### src/sv/rcc_pkg.sv
// Package for the RC channel conditioner: field widths, pulse limits,
// hysteresis constants, channel codes and configuration register indexes.
// No dependencies.
package rcc_pkg;

  localparam int unsigned ChanW    = 3;
  localparam int unsigned PulseW   = 12;
  localparam int unsigned CmdW     = 13;
  localparam int unsigned DbW      = 9;
  localparam int unsigned CfgAddrW = 3;
  localparam int unsigned CfgDataW = 12;
  localparam int unsigned Window   = 4;
  localparam int unsigned SlotW    = 2;

  localparam logic [PulseW-1:0] PulseMin = 12'd750;
  localparam logic [PulseW-1:0] PulseMax = 12'd2250;
  localparam logic [PulseW-1:0] MidReset = 12'd1500;

  // Arithmetic in the hysteresis and command path is done on 14-bit signed values.
  localparam logic signed [13:0] ThrottleCentre = 14'sd1500;
  localparam logic signed [13:0] HystLimit      = 14'sd3;
  localparam logic [PulseW-1:0]  HystStep       = 12'd2;
  localparam logic signed [13:0] CmdMax         = 14'sd4095;
  localparam logic signed [13:0] CmdMin         = -14'sd4096;

  typedef enum logic [ChanW-1:0] {
    ChRoll     = 3'd0,
    ChPitch    = 3'd1,
    ChYaw      = 3'd2,
    ChThrottle = 3'd3
  } chan_e;

  typedef enum logic [CfgAddrW-1:0] {
    CfgMidCommand   = 3'd0,
    CfgDeadbandRoll = 3'd1,
    CfgDeadbandPtch = 3'd2,
    CfgDeadbandYaw  = 3'd3
  } cfg_reg_e;

endpackage

### src/sv/rc_channel_conditioner_unit.sv
// RC channel conditioner top level: input register, per-channel sample windows
// and held values, averaging, hysteresis and stick command logic, result register.
// Depends on rcc_pkg.
//
// Structure: input register, then all the work feeds the result register in a
// single pass. Throughput: one item per cycle while the result side takes items;
// the input register refills in the same cycle that its item moves into the
// result register, so a stalled result costs at most one buffered item. Reset
// (rst_ni low, asynchronous) clears all sample windows, slot pointers and held
// values to zero and loads the default config.
module rc_channel_conditioner_unit #(
  parameter int unsigned CHANNELS = 8
) (
  input  logic        clk_i,
  input  logic        rst_ni,
  // Input items.
  input  logic        s_axis_tvalid,
  output logic        s_axis_tready,
  input  logic [15:0] s_axis_tdata,   // [11:0] pulse_width, [15:12] zero
  input  logic [2:0]  s_axis_tuser,   // [2:0] channel
  // Result items.
  output logic        m_axis_tvalid,
  input  logic        m_axis_tready,
  output logic [31:0] m_axis_tdata,   // [11:0] filtered_pulse, [24:12] stick_command,
                                      // [31:25] zero
  output logic [3:0]  m_axis_tuser,   // [2:0] out_channel, [3] in_detent
  // Configuration writes.
  input  logic        cfg_we_i,
  input  logic [2:0]  cfg_addr_i,
  input  logic [11:0] cfg_wdata_i
);

  localparam int unsigned ChIdxW = (CHANNELS > 1) ? $clog2(CHANNELS) : 1;

  // ---------------------------------------------------------------------------
  // Configuration registers. The user must see that they are written only while the block is idle.
  // ---------------------------------------------------------------------------
  logic [rcc_pkg::PulseW-1:0] mid_q;
  logic [rcc_pkg::DbW-1:0]    db_roll_q, db_pitch_q, db_yaw_q;

  always_ff @(posedge clk_i or negedge rst_ni) begin
    if (!rst_ni) begin
      mid_q      <= rcc_pkg::MidReset;
      db_roll_q  <= '0;
      db_pitch_q <= '0;
      db_yaw_q   <= '0;
    end else if (cfg_we_i) begin
      unique case (cfg_addr_i)
        rcc_pkg::CfgMidCommand:   mid_q      <= cfg_wdata_i;
        rcc_pkg::CfgDeadbandRoll: db_roll_q  <= cfg_wdata_i[rcc_pkg::DbW-1:0];
        rcc_pkg::CfgDeadbandPtch: db_pitch_q <= cfg_wdata_i[rcc_pkg::DbW-1:0];
        rcc_pkg::CfgDeadbandYaw:  db_yaw_q   <= cfg_wdata_i[rcc_pkg::DbW-1:0];
        default: ;  // indexes beyond the register list are ignored
      endcase
    end
  end

  // ---------------------------------------------------------------------------
  // Handshake. The result register advances when it is empty or being taken;
  // the input register accepts whenever it is empty or its item moves on.
  // ---------------------------------------------------------------------------
  logic                       in_valid_q, in_valid_d;
  logic [rcc_pkg::ChanW-1:0]  in_ch_q;
  logic [rcc_pkg::PulseW-1:0] in_pw_q;
  logic                       out_valid_q, out_valid_d;
  logic                       advance;
  logic                       in_accept;
  logic                       ch_ok;
  logic                       commit;

  assign advance       = !out_valid_q || m_axis_tready;
  assign s_axis_tready = !in_valid_q || advance;
  assign in_accept     = s_axis_tvalid && s_axis_tready;

  // Items for channels that have no state are dropped without a result.
  assign ch_ok  = (32'(in_ch_q) < CHANNELS);
  assign commit = in_valid_q && ch_ok && advance;

  always_comb begin
    in_valid_d = in_valid_q;
    if (in_accept) begin
      in_valid_d = 1'b1;
    end else if (advance) begin
      in_valid_d = 1'b0;
    end
    out_valid_d = advance ? (in_valid_q && ch_ok) : out_valid_q;
  end

  always_ff @(posedge clk_i or negedge rst_ni) begin
    if (!rst_ni) begin
      in_valid_q  <= 1'b0;
      out_valid_q <= 1'b0;
    end else begin
      in_valid_q  <= in_valid_d;
      out_valid_q <= out_valid_d;
    end
  end

  always_ff @(posedge clk_i) begin
    if (in_accept) begin
      in_ch_q <= s_axis_tuser;
      in_pw_q <= s_axis_tdata[rcc_pkg::PulseW-1:0];
    end
  end

  // ---------------------------------------------------------------------------
  // Per-channel state. State for the item in the input register is read here
  // and written back at the same edge that its result is registered, so an
  // item for the same channel in the next cycle already sees the update.
  // ---------------------------------------------------------------------------
  logic [rcc_pkg::PulseW-1:0] win_q  [CHANNELS][rcc_pkg::Window];
  logic [rcc_pkg::SlotW-1:0]  slot_q [CHANNELS];
  logic [rcc_pkg::PulseW-1:0] held_q [CHANNELS];

  logic [ChIdxW-1:0]          ch_idx;
  logic [rcc_pkg::PulseW-1:0] sample;
  logic [rcc_pkg::SlotW-1:0]  slot_d;
  logic [rcc_pkg::PulseW-1:0] win_new [rcc_pkg::Window];
  logic [13:0]                sum;
  logic [rcc_pkg::PulseW-1:0] mean;
  logic [rcc_pkg::PulseW-1:0] held_old;
  logic [rcc_pkg::PulseW-1:0] held_d;
  logic signed [13:0]         mean_s, held_old_s;

  assign ch_idx = ChIdxW'(in_ch_q);

  // Out-of-range pulses are replaced by the centre value.
  assign sample = ((in_pw_q < rcc_pkg::PulseMin) || (in_pw_q > rcc_pkg::PulseMax)) ?
                  mid_q : in_pw_q;
  assign slot_d = slot_q[ch_idx] + 2'd1;

  always_comb begin
    sum = '0;
    for (int unsigned k = 0; k < rcc_pkg::Window; k++) begin
      win_new[k] = (slot_d == rcc_pkg::SlotW'(k)) ? sample : win_q[ch_idx][k];
      sum        = sum + 14'(win_new[k]);
    end
  end

  // Rounded mean of the four samples; the sum stays below 2^14 even after
  // the rounding term is added.
  logic [13:0] sum_rnd;
  assign sum_rnd = sum + 14'd2;
  assign mean    = sum_rnd[13:2];

  // Hysteresis: the held value moves only when the mean is more than three
  // counts away, and then settles two counts short of the mean.
  assign held_old   = held_q[ch_idx];
  assign mean_s     = $signed({2'b00, mean});
  assign held_old_s = $signed({2'b00, held_old});

  always_comb begin
    if (mean_s < held_old_s - rcc_pkg::HystLimit) begin
      held_d = mean + rcc_pkg::HystStep;
    end else if (mean_s > held_old_s + rcc_pkg::HystLimit) begin
      held_d = mean - rcc_pkg::HystStep;
    end else begin
      held_d = held_old;
    end
  end

  always_ff @(posedge clk_i or negedge rst_ni) begin
    if (!rst_ni) begin
      for (int unsigned c = 0; c < CHANNELS; c++) begin
        slot_q[c] <= '0;
        held_q[c] <= '0;
        for (int unsigned k = 0; k < rcc_pkg::Window; k++) begin
          win_q[c][k] <= '0;
        end
      end
    end else if (commit) begin
      slot_q[ch_idx]          <= slot_d;
      held_q[ch_idx]          <= held_d;
      win_q[ch_idx][slot_d]   <= sample;
    end
  end

  // ---------------------------------------------------------------------------
  // Stick command. Axes are centred and the deadband is cut out; throttle is
  // shifted by the centre's offset from nominal and saturated; aux gives zero.
  // ---------------------------------------------------------------------------
  logic [rcc_pkg::DbW-1:0]    db;
  logic signed [13:0]         db_s, held_s, mid_s, centred, thr;
  logic signed [13:0]         cmd;
  logic                       detent;

  always_comb begin
    case (in_ch_q)
      rcc_pkg::ChRoll:  db = db_roll_q;
      rcc_pkg::ChPitch: db = db_pitch_q;
      rcc_pkg::ChYaw:   db = db_yaw_q;
      default:          db = '0;
    endcase
  end

  assign db_s    = $signed({5'b00000, db});
  assign held_s  = $signed({2'b00, held_d});
  assign mid_s   = $signed({2'b00, mid_q});
  assign centred = held_s - mid_s;
  assign thr     = centred + rcc_pkg::ThrottleCentre;

  always_comb begin
    cmd    = '0;
    detent = 1'b0;
    case (in_ch_q) inside
      rcc_pkg::ChRoll, rcc_pkg::ChPitch, rcc_pkg::ChYaw: begin
        if ((centred <= db_s) && (centred >= -db_s)) begin
          detent = 1'b1;
        end else if (centred > 14'sd0) begin
          cmd = centred - db_s;
        end else begin
          cmd = centred + db_s;
        end
      end
      rcc_pkg::ChThrottle: begin
        if (thr > rcc_pkg::CmdMax) begin
          cmd = rcc_pkg::CmdMax;
        end else if (thr < rcc_pkg::CmdMin) begin
          cmd = rcc_pkg::CmdMin;
        end else begin
          cmd = thr;
        end
      end
      default: ;  // aux channels report a zero command
    endcase
  end

  // ---------------------------------------------------------------------------
  // Result register.
  // ---------------------------------------------------------------------------
  logic [rcc_pkg::ChanW-1:0]  out_ch_q;
  logic [rcc_pkg::PulseW-1:0] out_filt_q;
  logic [rcc_pkg::CmdW-1:0]   out_cmd_q;
  logic                       out_detent_q;

  always_ff @(posedge clk_i) begin
    if (commit) begin
      out_ch_q     <= in_ch_q;
      out_filt_q   <= held_d;
      out_cmd_q    <= cmd[rcc_pkg::CmdW-1:0];
      out_detent_q <= detent;
    end
  end

  assign m_axis_tvalid = out_valid_q;
  assign m_axis_tdata  = {7'b0000000, out_cmd_q, out_filt_q};
  assign m_axis_tuser  = {out_detent_q, out_ch_q};

  // ---------------------------------------------------------------------------
  // Assertions.
  // ---------------------------------------------------------------------------
  a_hold_when_blocked: assert property (@(posedge clk_i) disable iff (!rst_ni)
    (in_valid_q && !advance) |-> !s_axis_tready)
    else $error("input register would be overwritten while its item is blocked");

  a_no_foreign_channel: assert property (@(posedge clk_i) disable iff (!rst_ni)
    m_axis_tvalid |-> (32'(out_ch_q) < CHANNELS))
    else $error("result presented for a channel without state");

  a_detent_zero_cmd: assert property (@(posedge clk_i) disable iff (!rst_ni)
    (m_axis_tvalid && out_detent_q) |-> (out_cmd_q == '0))
    else $error("detent result with a nonzero command");

  a_detent_axis_only: assert property (@(posedge clk_i) disable iff (!rst_ni)
    (m_axis_tvalid && out_detent_q) |->
      ((out_ch_q == rcc_pkg::ChRoll) || (out_ch_q == rcc_pkg::ChPitch) ||
       (out_ch_q == rcc_pkg::ChYaw)))
    else $error("detent flagged on a non-axis channel");

  a_result_follows_commit: assert property (@(posedge clk_i) disable iff (!rst_ni)
    commit |=> m_axis_tvalid)
    else $error("committed item did not produce a result");

endmodule

### config.mk
export PLATFORM = sky130hd
export DESIGN_NAME = rc_channel_conditioner_unit
export DESIGN_NICKNAME = d
export VERILOG_FILES = /design/src/sv/rcc_pkg.sv /design/src/sv/rc_channel_conditioner_unit.sv
export SDC_FILE = /design/constraint.sdc
export NUM_CORES = 1
export LEC_CHECK = 0
export BUFFER_PORTS_ARGS = -buffer_cell sky130_fd_sc_hd__buf_2
export CAP_MARGIN = 40
export CORE_MARGIN = 5
export CORE_UTILIZATION = 65
export CTS_CLUSTER_DIAMETER = 120
export DETAILED_ROUTE_END_ITERATION = 12
export PLACE_DENSITY = 0.82
export SLEW_MARGIN = 5
export SYNTH_ARGS = -nofsm -noshare
export SYNTH_HDL_FRONTEND = slang
export SYNTH_SLANG_ARGS = --single-unit
### constraint.sdc
create_clock -name clk_i -period 32.9 [get_ports clk_i]
set_input_delay 3.29 -clock clk_i [delete_from_list [all_inputs] [get_ports clk_i]]
set_output_delay 3.29 -clock clk_i [all_outputs]
set_load 0.1 [all_outputs]
==> impl_metrics.tcl <==
set metrics [dict create \
    outcome "finished, final reports clean" \
    numCtsBuffers 58 \
    diodes 0 \
    finalHoldViolCount 0 \
    synth_area_leaders "dfrtp_1 (43%), mux4_2 (8.3%), o21ai_0 (5.2%)" \
    yosys-top-cells-count "dfrtp_1 (530), nand2_1 (386), o21ai_0 (320)" \
    reg2reg_from "ch_idx[0]" \
    cts_tree "built" \
    setup_viol 0 \
    crit_required_ns 33.24 \
    async_reset_ff_share_pct 92.43 \
    cts-hold-fix-buffers 0 \
    cts_sinks 581 \
    num_rows 79 \
    cp-end-kind "flop" \
    place.gp.congestion 0.9435 \
    rsz0062_at_grt "no" \
    antenna_found_initial 1 \
    routedWlPerCell_um 22.24 \
    grt_pass1_vias 23580 \
    yosysTopAreaCell "dfrtp_1" \
    core-area_mm2 0.04675 \
    min_period_over_period_pct 45.29 \
    drt-initial-drc-count 2262 \
    initial_core_util_pct 65.99 \
    arrival_ns 15.24 \
    die_x_um 227.9 \
    hold_path.class "flop to flop" \
    worstHoldStart "win_q[206]" \
    crit_path_start_kind "flop" \
    relSlewSlack_pct 26.09 \
    ios 77 \
    fin_nets 3080 \
    slew_viol_final 0 \
    tightest_slew_ns 1.109 \
    synth_ff_type "dfrtp_1" \
    htreeDepth 2 \
    track_usage_pct 30.55 \
    first_pass_iters 6 \
    clock_path_buffers 3 \
    cts_setup_buffers 0 \
    antenna_left 0 \
    totalWireLength_mm 79.71 \
    finalCriticalPeriod_ns 14.90 \
    worstSetupPathType "flop to flop" \
    vias 23040 \
    hpwl_mm 51.99 \
    route.detailed.drc 0 \
    ys_ff_latch 581 \
    synth_most_common_cell "dfrtp_1" \
    syn_to_final_growth_pct 9.677 \
    clk_latency_ns 0.65 \
    synth_area_mm2 0.03085 \
    fin_setup_tns_ns 0 \
    ys_types 101 \
    seq_area_frac_synth_pct 47.87 \
    fin_skew_ns 0.03467 \
    grt_max_degree 193 \
    slowest_delay_ns 0.64 \
    grt_overflow 0 \
    synth_top_area_share_pct 42.99 \
    via_per_inst 6.429 \
    critPathLaunch "ch_idx[0]" \
    ctsResizeCount 0 \
    root_buffer "clkbuf_16" \
    fp.dieH_um 227.9 \
    synth_edf_count 44 \
    synthCells 2955 \
    cp_common_cell "ha_1" \
    path_clk_slew_ns 0.06 \
    synth.avg_cell_area_um2 10.44 \
    cp_slowest_cell "xnor2_1" \
    drive_above_1_share_pct 16.80 \
    io_buffer_count 65 \
    cp_max_fo 31 \
    grt_pass1_wl_mm 128.1 \
    yosysWarnings 0 \
    fmax_mhz 67.12 \
    drv_cap 0 \
    dieArea_mm2 0.05192 \
]
## final timing paths
check                      cells past startpoint            to  slack, ns
min in group asynchronous                      1  db_roll_q[2]       2.71
max in group asynchronous                      5     win_q[73]      28.21
max reg2reg                                   44  out_cmd_q[8]      18.00
min                                            2    win_q[206]       0.47
min reg2reg                                    2    win_q[206]       0.47
max                                           44  out_cmd_q[8]      18.00
## registers in the layout, summed over array words and instances (netlist names)
| name | cells |
|---|---|
| slot_q | 16 |
| mid_q | 12 |
| in_pw_q | 12 |
| win_q | 384 |
| db_pitch_q | 9 |
| out_detent_q | 1 |
| in_valid_q | 1 |
| ch_idx | 3 |
| held_q | 96 |
| m_axis_tvalid | 1 |
| out_cmd_q | 13 |
| out_ch_q | 3 |
| db_yaw_q | 9 |
| db_roll_q | 9 |
| out_filt_q | 12 |
## per-stage QoR
| step | hold WS (ns) | cells | area [µm²] | util [%] | setup slack [ns] |
|---|---|---|---|---|---|
| 6_report | 0.4740 | 3584 | 33840 | 72.37 | 18.00 |
| 5_1_grt | 0.4904 | 3584 | 33840 | 72.37 | 17.11 |
| 4_1_cts | 0.4758 | 3583 | 33810 | 72.32 | 18.08 |
| 3_5_place_dp | 0.4618 | 3478 | 31780 | 67.98 | 18.18 |
| 3_3_place_gp | 0.4517 | 3469 | 31590 | 67.58 | 18.29 |
| 2_1_floorplan | 0.4401 | 2961 | 30870 | - | 20.38 |
## layout make-up
| type | count | area [µm²] |
|---|---|---|
| fill | 3292 | 12920 |
| inverter | 117 | 439.2 |
| tap | 607 | 759.5 |
| sequential | 581 | 14770 |
| clock buffer | 76 | 1639 |
| multi-input combinational | 2050 | 14900 |
| timing repair buffer | 124 | 943.4 |
| clock inverter | 29 | 389.1 |
## metal layers
| metal | up-vias | track usage (%) | share of wire (%) |
|---|---|---|---|
| li1 | 10370 | - | - |
| met1 | 11470 | 41.55 | 40 |
| met2 | 977 | 49.37 | 47 |
| met3 | 221 | 5.155 | 7.8 |
| met4 | 0 | 13.44 | 4.8 |
| met5 | - | 0 | 0 |
## critical path, delay by kind of cell, from the launching register on
kind / cells / cell delay [ns]
xor gates and xnor gates: 1 / 0.64
muxes: 3 / 1.51
and+or+nand+nor: 7 / 1.80
buffers and inverters: 8 / 2.32
DFF: 1 / 0.32
adders and majority gates: 8 / 3.22
AOI/OAI and AO/OA: 17 / 4.67
## cell families (layout without fill, tap and decap cells)
logic type,after synthesis,count (layout),share of synthesized area [%]
muxes,265,265,14.27
other,1,7,0.01215
adders and majority gates,110,110,5.090
xor gates and xnor gates,64,64,1.817
DFF,581,581,47.87
buffers and inverters,330,346,4.420
AOI/OAI and AO/OA,768,768,14.63
and+or+nand+nor,836,836,11.89
## cell usage in the layout (no fill, tap or decap), types with 45 or more instances in the layout
cell,Yosys,routed
a21oi_1,253,243
buf_2,15,64
buf_4,11,49
clkbuf_16,0,58
dfrtp_1,530,530
ha_1,83,83
inv_1,115,115
mux2_2,101,101
mux4_2,114,114
nand2_1,386,386
nor2_1,249,248
nor2b_1,45,45
o21ai_0,320,320
Power is not shown: default switching activity piles up to over one toggle a cycle in this logic, so the estimate is an artifact.
